$ cat src/hw/rtl/nf4_group_scaled_dot_engine_unit_defines.svh
// Assertion macros used by the NF4 dot engine sequencer.
`ifndef NF4_GROUP_SCALED_DOT_ENGINE_UNIT_DEFINES_SVH
`define NF4_GROUP_SCALED_DOT_ENGINE_UNIT_DEFINES_SVH
// Assert that an antecedent implies a consequent in the next cycle.
`define NF4_ASSERT_NEXT(label, clk, rst_n, ante, cons, msg) \
    label: assert property (@(posedge clk) disable iff (!rst_n) (ante) |=> (cons)) \
        else $error(msg);
// Assert that an antecedent implies a consequent in the same cycle.
`define NF4_ASSERT_SAME(label, clk, rst_n, ante, cons, msg) \
    label: assert property (@(posedge clk) disable iff (!rst_n) (ante) |-> (cons)) \
        else $error(msg);
`endif

$ cat src/hw/rtl/nf4dot_pkg.sv
// Shared types, constants and fp32 arithmetic for the NF4 dot engine.
package nf4dot_pkg;

    localparam int Lanes = 16;
    localparam logic [31:0] QNan = 32'h7FC0_0000;

    typedef enum logic [2:0] {
        ST_IDLE, ST_MUL, ST_ADD, ST_FMUL, ST_FADD, ST_EMIT
    } t_state;

    typedef struct packed {
        logic acc_mul;   // latch products act * code
        logic acc_add;   // partial += product
        logic fold_mul;  // latch products scale * partial
        logic fold_add;  // accum += product, clear partial
        logic clear;     // clear partial and accum
        logic load;      // write one lane scale
    } t_lane_ctl;

    function automatic logic [31:0] codebook(input logic [3:0] idx);
        logic [31:0] v;
        begin
            case (idx)
                4'd0:    v = 32'hBF80_0000;
                4'd1:    v = 32'hBF32_39B1;
                4'd2:    v = 32'hBF06_6B30;
                4'd3:    v = 32'hBECA_32A0;
                4'd4:    v = 32'hBE91_A24D;
                4'd5:    v = 32'hBE3D_353F;
                4'd6:    v = 32'hBDBA_7872;
                4'd7:    v = 32'h0000_0000;
                4'd8:    v = 32'h3DA2_FAFF;
                4'd9:    v = 32'h3E24_CAE3;
                4'd10:   v = 32'h3E7C_04DD;
                4'd11:   v = 32'h3EAD_033A;
                4'd12:   v = 32'h3EE1_A4B8;
                4'd13:   v = 32'h3F10_07AB;
                4'd14:   v = 32'h3F39_13B3;
                default: v = 32'h3F80_0000;
            endcase
            return v;
        end
    endfunction

    // Round a 27-bit significand (hidden at bit 26, guard bits 2:0 + sticky) at
    // biased exponent e (may be <=0 for subnormals) into an fp32 pattern.
    function automatic logic [31:0] fp_pack(input logic s, input logic signed [10:0] e,
                                            input logic [26:0] m);
        logic [26:0] mm;
        logic signed [10:0] ee;
        logic [5:0] sh;
        logic st;
        logic [24:0] r;
        logic [31:0] res;
        begin
            mm = m;
            ee = e;
            st = 1'b0;
            if (ee < 11'sd1) begin
                sh = (11'sd1 - ee > 11'sd27) ? 6'd27 : 6'((11'sd1 - ee));
                st = |(mm & ((27'd1 << sh) - 27'd1));
                mm = (mm >> sh) | {26'd0, st};
                ee = 11'sd0;
            end
            r = {1'b0, mm[26:3]};
            if (mm[2] && (mm[1] || mm[0] || mm[3]))
                r = r + 25'd1;
            if (r[24]) begin
                r = r >> 1;
                ee = ee + 11'sd1;
            end else if (ee == 11'sd0 && r[23]) begin
                ee = 11'sd1;
            end
            if (ee >= 11'sd255)
                res = {s, 8'hFF, 23'd0};
            else
                res = {s, ee[7:0], r[22:0]};
            return res;
        end
    endfunction

    function automatic logic [31:0] fp_mul(input logic [31:0] a, input logic [31:0] b);
        logic s;
        logic [7:0] ea, eb;
        logic [23:0] ma, mb;
        logic [47:0] p;
        logic signed [10:0] e;
        logic [5:0] lz;
        logic [26:0] m;
        logic [31:0] res;
        begin
            s = a[31] ^ b[31];
            ea = a[30:23];
            eb = b[30:23];
            ma = {ea != 8'd0, a[22:0]};
            mb = {eb != 8'd0, b[22:0]};
            lz = 6'd0;
            if ((ea == 8'hFF && a[22:0] != 23'd0) || (eb == 8'hFF && b[22:0] != 23'd0))
                res = QNan;
            else if (ea == 8'hFF || eb == 8'hFF)
                res = ((ea == 8'd0 && ma == 24'd0) || (eb == 8'd0 && mb == 24'd0)) ?
                      QNan : {s, 8'hFF, 23'd0};
            else if (ma == 24'd0 || mb == 24'd0)
                res = {s, 31'd0};
            else begin
                p = ma * mb;
                e = 11'(ea) + 11'(eb) - 11'sd126 + ((ea == 8'd0) ? 11'sd1 : 11'sd0)
                    + ((eb == 8'd0) ? 11'sd1 : 11'sd0);
                // leading one search: highest set bit wins
                for (int i = 0; i < 47; i++)
                    if (p[i])
                        lz = 6'(47 - i);
                if (p[47])
                    lz = 6'd0;
                p = p << lz;
                e = e - 11'(lz);
                m = {p[47:22], |p[21:0]};
                res = fp_pack(s, e, m);
            end
            return res;
        end
    endfunction

    function automatic logic [31:0] fp_add(input logic [31:0] a, input logic [31:0] b);
        logic [31:0] x, y, res;
        logic [7:0] ex, ey;
        logic [8:0] d;
        logic [27:0] mx, my, sm;
        logic st;
        logic signed [10:0] e;
        logic [5:0] lz;
        begin
            lz = 6'd0;
            if ((a[30:23] == 8'hFF && a[22:0] != 23'd0) ||
                (b[30:23] == 8'hFF && b[22:0] != 23'd0))
                res = QNan;
            else if (a[30:23] == 8'hFF || b[30:23] == 8'hFF) begin
                if (a[30:23] == 8'hFF && b[30:23] == 8'hFF && a[31] != b[31])
                    res = QNan;
                else
                    res = (a[30:23] == 8'hFF) ? a : b;
            end else begin
                if (a[30:0] >= b[30:0]) begin x = a; y = b; end
                else begin x = b; y = a; end
                ex = (x[30:23] == 8'd0) ? 8'd1 : x[30:23];
                ey = (y[30:23] == 8'd0) ? 8'd1 : y[30:23];
                mx = {1'b0, x[30:23] != 8'd0, x[22:0], 3'd0};
                my = {1'b0, y[30:23] != 8'd0, y[22:0], 3'd0};
                d = {1'b0, ex} - {1'b0, ey};
                if (d > 9'd27) begin
                    st = |my;
                    my = {27'd0, st};
                end else begin
                    st = |(my & ((28'd1 << d[4:0]) - 28'd1));
                    my = (my >> d[4:0]) | {27'd0, st};
                end
                sm = (x[31] == y[31]) ? mx + my : mx - my;
                if (sm == 28'd0)
                    res = (x[31] == y[31]) ? {x[31], 31'd0} : 32'd0;
                else begin
                    e = 11'(ex) + 11'sd1;
                    for (int i = 0; i < 27; i++)
                        if (sm[i])
                            lz = 6'(27 - i);
                    if (sm[27])
                        lz = 6'd0;
                    if (11'(lz) > e - 11'sd1)
                        lz = 6'(e - 11'sd1);
                    sm = sm << lz;
                    e = e - 11'(lz);
                    res = fp_pack(x[31], e, {sm[27:2], |sm[1:0]});
                    if (e == 11'sd1 && !sm[27])
                        res = fp_pack(x[31], 11'sd0, {sm[27:2], |sm[1:0]} << 1);
                end
            end
            return res;
        end
    endfunction

endpackage

$ cat src/hw/rtl/nf4dot_ctrl.sv
// Sequencer: steps accumulate items through multiply and add, group ends through fold, tile ends through emit.
`include "nf4_group_scaled_dot_engine_unit_defines.svh"
module nf4dot_ctrl (
    input  logic                  i_clk,
    input  logic                  i_rst_n,
    input  logic                  i_in_fire,
    input  logic                  i_op,
    input  logic                  i_group_end,
    input  logic                  i_tile_end,
    input  logic                  i_out_fire,
    output logic                  o_in_ready,
    output logic                  o_out_valid,
    output logic [3:0]            o_emit_lane,
    output logic                  o_emit_last,
    output logic                  o_clear,
    output nf4dot_pkg::t_lane_ctl o_ctl
);
    nf4dot_pkg::t_state r_state, n_state;
    logic r_gend, r_tend;
    logic [3:0] r_cnt, n_cnt;

    always_ff @(posedge i_clk) begin
        if (!i_rst_n) begin
            r_state <= nf4dot_pkg::ST_IDLE;
            r_cnt   <= '0;
            r_gend  <= 1'b0;
            r_tend  <= 1'b0;
        end else begin
            r_state <= n_state;
            r_cnt   <= n_cnt;
            if (i_in_fire) begin
                r_gend <= i_group_end;
                r_tend <= i_tile_end;
            end
        end
    end

    always_comb begin
        n_state = r_state;
        n_cnt = r_cnt;
        o_ctl = '0;
        o_in_ready = 1'b0;
        o_out_valid = 1'b0;
        o_clear = 1'b0;
        unique case (r_state)
            nf4dot_pkg::ST_IDLE: begin
                o_in_ready = 1'b1;
                if (i_in_fire) begin
                    o_ctl.load = !i_op;
                    if (i_op)
                        n_state = nf4dot_pkg::ST_MUL;
                    else if (i_group_end)
                        n_state = nf4dot_pkg::ST_FMUL;
                    else if (i_tile_end)
                        n_state = nf4dot_pkg::ST_EMIT;
                end
            end
            nf4dot_pkg::ST_MUL: begin
                o_ctl.acc_mul = 1'b1;
                n_state = nf4dot_pkg::ST_ADD;
            end
            nf4dot_pkg::ST_ADD: begin
                o_ctl.acc_add = 1'b1;
                n_state = r_gend ? nf4dot_pkg::ST_FMUL :
                          r_tend ? nf4dot_pkg::ST_EMIT : nf4dot_pkg::ST_IDLE;
            end
            nf4dot_pkg::ST_FMUL: begin
                o_ctl.fold_mul = 1'b1;
                n_state = nf4dot_pkg::ST_FADD;
            end
            nf4dot_pkg::ST_FADD: begin
                o_ctl.fold_add = 1'b1;
                n_state = r_tend ? nf4dot_pkg::ST_EMIT : nf4dot_pkg::ST_IDLE;
            end
            nf4dot_pkg::ST_EMIT: begin
                o_out_valid = 1'b1;
                if (i_out_fire) begin
                    n_cnt = r_cnt + 4'd1;
                    if (r_cnt == 4'(nf4dot_pkg::Lanes - 1)) begin
                        n_cnt = '0;
                        o_ctl.clear = 1'b1;
                        o_clear = 1'b1;
                        n_state = nf4dot_pkg::ST_IDLE;
                    end
                end
            end
            default: n_state = nf4dot_pkg::ST_IDLE;
        endcase
    end

    assign o_emit_lane = r_cnt;
    assign o_emit_last = (r_cnt == 4'(nf4dot_pkg::Lanes - 1));

    `NF4_ASSERT_SAME(a_ready_idle, i_clk, i_rst_n, o_in_ready, !o_out_valid, "ready while emitting")
    `NF4_ASSERT_NEXT(a_mul_add, i_clk, i_rst_n, r_state == nf4dot_pkg::ST_MUL, r_state == nf4dot_pkg::ST_ADD, "add missed")
    `NF4_ASSERT_NEXT(a_clear_idle, i_clk, i_rst_n, o_clear, r_state == nf4dot_pkg::ST_IDLE && r_cnt == 4'd0, "emit end")
endmodule

$ cat config.mk
export PLATFORM = sky130hd
export DESIGN_NAME = nf4dot_ctrl
export DESIGN_NICKNAME = d
export VERILOG_FILES = /design/src/hw/rtl/nf4dot_pkg.sv /design/src/hw/rtl/nf4dot_ctrl.sv
export VERILOG_INCLUDE_DIRS = /design/src /design/src/hw/rtl
export SDC_FILE = /design/constraint.sdc
export NUM_CORES = 1
export LEC_CHECK = 0
export BUFFER_PORTS_ARGS = -buffer_cell sky130_fd_sc_hd__buf_2
export CAP_MARGIN = 25
export CORE_AREA = 3 3 40 42
export CTS_BUF_LIST = sky130_fd_sc_hd__clkbuf_8
export DETAILED_ROUTE_END_ITERATION = 12
export DIE_AREA = 0 0 43 45
export PLACE_DENSITY_LB_ADDON = 0.05
export SETUP_SLACK_MARGIN = 0.15
export SYNTH_ARGS = -nofsm -noshare
export SYNTH_HDL_FRONTEND = slang
export SYNTH_SLANG_ARGS = --single-unit
export TNS_END_PERCENT = 5
$ cat constraint.sdc
create_clock -name i_clk -period 1.33 [get_ports i_clk]
set_clock_uncertainty 0.1 [all_clocks]
set_input_delay 0.133 -clock i_clk [delete_from_list [all_inputs] [get_ports i_clk]]
set_output_delay 0.133 -clock i_clk [all_outputs]
set_load 0.01 [all_outputs]
==> metrics.csv <==
metric,value,unit
status,finished with violations,
failing checks,setup timing,
initial antenna violation count,0,
Root Driver,clkbuf_8,
post-synth top area share,32.88,%
Bufs and invs on worst path,2,
layout cells sized above 1,47.78,%
cts bufs inserted,3,
Area contributors post-synth,"dfxtp_1 33%, mux2i_1 5.5%, a21oi_1 4.6%",
Pleak,0.4004,nW
vias in the first global route,481,
Max VDD drop,817.1,uV
"flops & latches, synth",9,
"area leader, netlist",dfxtp_1,
maximum number of pins on one net before global-route repair,11,
clock tree buffer depth,2,
num ports,21,
Layout area overhead,48.63,%
CP max FO,6,
Crit. Startpoint,r_state[1]$_SDFFE_PN0P_,
final hold vios,0,
Mapped Avg Cell Area,8.179,sq um
Min-Delay Path Class,input pin to flip-flop,
filler cell count,121,
drt first pass iters,2,
fin. max-slew vios,0,
max capacitance violation total,0,
fin crit share,108.7,%
clock transition at the registers of the reported paths,0.05,ns
via/cell ratio,5.048,
post-place setup slack,0.03887,ns
cell area power density,1152,nW/um^2
"Primary FF master, synth",dfxtp_1,
grt total ovfl,0,
Total GRT Usage,15.04,%
setup_tns,-0.1726,ns
worst-margin pin slew,0.2429,ns
area post-placement,708.2,sq um
worst skew pair latency,0.23,ns
n_diodes,0,
Setup Viol. Count Final,5,
Startpoint Class,flip-flop,
die width,43,um
register area,198.9,sq um
IO Port Bufs,20,
synthesis warning total,0,
Hold Buf Count CTS,0,
fraction of registers with async set/reset,0,%
initial drt markers,2,
count of distinct cell types in the synthesized netlist,32,
crit-path leading delay family,simple AND/OR/NAND/NOR gates,
Max transition margin,83.67,%
setup slack after layout,-0.1163,ns
area of the multi-input gates,385.4,sq um
CP max-delay cell,dfxtp_4,
die area,1935,sq um
via count,530,
DRC viols,0,
first-pass GRT wire length,2097,um
critical-path cell list,buf_6 > nor3_4 > and3_1 > buf_2,
Gate Count Post-Synth,67,
DIE HEIGHT,45,um
max incr delay on CP,0.36,ns
CTS tree,done,
number of flops mapped to enable cells by yosys,0,
remaining antenna violation count after routing,0,
"Seq/Total Area, Yosys",32.88,%
FP Rows,13,
final wirelength,1257,um
Setup crit end kind,primary output,
Syn Nets,75,
Mapped Area,548.0,sq um
gpl congestion,0.8105,
WP data required,1.10,ns
hpwl dp,948.9,um
Max Freq,0.6914,GHz
WP data arrival,1.21,ns
total number of H-tree levels,1,
Nets,99,
RSZ-0062 raised after global routing,true,
Hold Crit Start,i_tile_end,
Setup CP Type,flip-flop to primary output,
R2R Path Start,o_emit_lane[0]$_SDFFE_PN0P_,
post-route cell area,814.5,sq um
CTS Sinks,9,
Wirelength per Cell,11.97,um
core area,1285,sq um
Initial Util,42.65,%
min Tclk post-route,1.446,ns
==> layer usage <==
layer  global-route usage [%]  wire length [um]  vias to the layer above
met5                        0                 0                        -
met4                    5.422                10                        0
met3                    7.171                61                        2
met2                    23.65               602                       11
met1                    18.00               583                      235
li1                         -                 -                      282
==> cell families (layout without fill, tap and decap cells) <==
| group | Yosys count | in the layout | synth area share [%] |
|---|---|---|---|
| multiplexers | 3 | 3 | 5.480 |
| buffers and inverters | 10 | 33 | 8.675 |
| AO/OA/AOI/OAI | 16 | 16 | 18.95 |
| XOR/XNOR | 1 | 1 | 1.598 |
| adder cells (fa/ha/maj) | 1 | 1 | 2.283 |
| AND/OR/NAND/NOR | 27 | 27 | 30.14 |
| flip-flops | 9 | 9 | 32.88 |
==> Yosys cell counts, types with 2 or more instances <==
cell     count
inv_1        5
nand3_1      2
nor2_1       4
a21oi_1      5
buf_4        2
nor3_1       3
nor2b_1      4
and3_1       2
buf_2        2
a31oi_1      2
nand2_1      5
dfxtp_1      9
mux2i_1      3
==> final cells by class <==
| type | count | area share [%] |
|---|---|---|
| clock buffer | 3 | 5.069 |
| tap | 15 | 2.304 |
| clock inverter | 1 | 0.6144 |
| sequential | 9 | 24.42 |
| timing repair buffer | 24 | 17.67 |
| inverter | 5 | 2.611 |
| multi-input combinational | 48 | 47.31 |
==> layout by cell type (no fill, tap or decap), types with 2 or more instances in the layout <==
| cell type | count |
|---|---|
| mux2i_1 | 3 |
| nor3_2 | 2 |
| buf_2 | 19 |
| dfxtp_4 | 5 |
| a31oi_1 | 2 |
| buf_6 | 3 |
| nand2_1 | 5 |
| buf_4 | 2 |
| and3_1 | 2 |
| clkbuf_8 | 3 |
| dfxtp_1 | 4 |
| nor2b_1 | 4 |
| inv_1 | 4 |
| a21oi_1 | 5 |
| nor2_1 | 3 |
==> worst paths after layout <==
| path | cells after the start | endpoint | slack (ns) |
|---|---|---|---|
| worst max-delay path | 4 | o_ctl[0] | -0.12 |
| worst min-delay path | 3 | r_tend$_SDFFE_PN0P_ | 0.08 |
| worst max register to register | 5 | o_emit_lane[0]$_SDFFE_PN0P_ | 0.05 |
| worst min register to register | 2 | o_emit_lane[0]$_SDFFE_PN0P_ | 0.43 |
==> state kept, by name, indices dropped and copies added, names as in the netlist <==
register	flops
r_tend	1
o_emit_lane	4
r_gend	1
r_state	3
==> metrics by stage <==
step                utilization (%)  hold WS (ns)  std cells  total power [mW]
floorplan                         -        0.2025         67            0.5177
finish                        63.39       0.08328        105            0.9385
global route                  63.39       0.09636        105            0.9992
detailed placement            55.11        0.3249        100            0.5962
CTS                           62.51       0.08341        105            0.9387
global placement              55.11        0.3153        100            0.5942
==> report_power, final <==
group	internal, mW	leakage, nW	total, mW	switching [mW]
Clock	0.204	0.0255	0.311	0.107
Sequential	0.296	0.0771	0.339	0.0438
Combinational	0.147	0.298	0.288	0.141
==> worst reg2reg max path, cell delays in order (launching register included) <==
cell      delay [ns]
dfxtp_4         0.36
ha_4            0.16
nand3_4         0.11
inv_4           0.05
or3_1           0.32
a21boi_2        0.12
==> repair_timing <==
action / 4_1_cts / 5_1_grt
resized for setup: 12 / 3
setup buffers: 1 / 0
pin swaps: 5 / 1
setup endpoints to repair: 15 / 16
(Power assumes the default switching activity.)
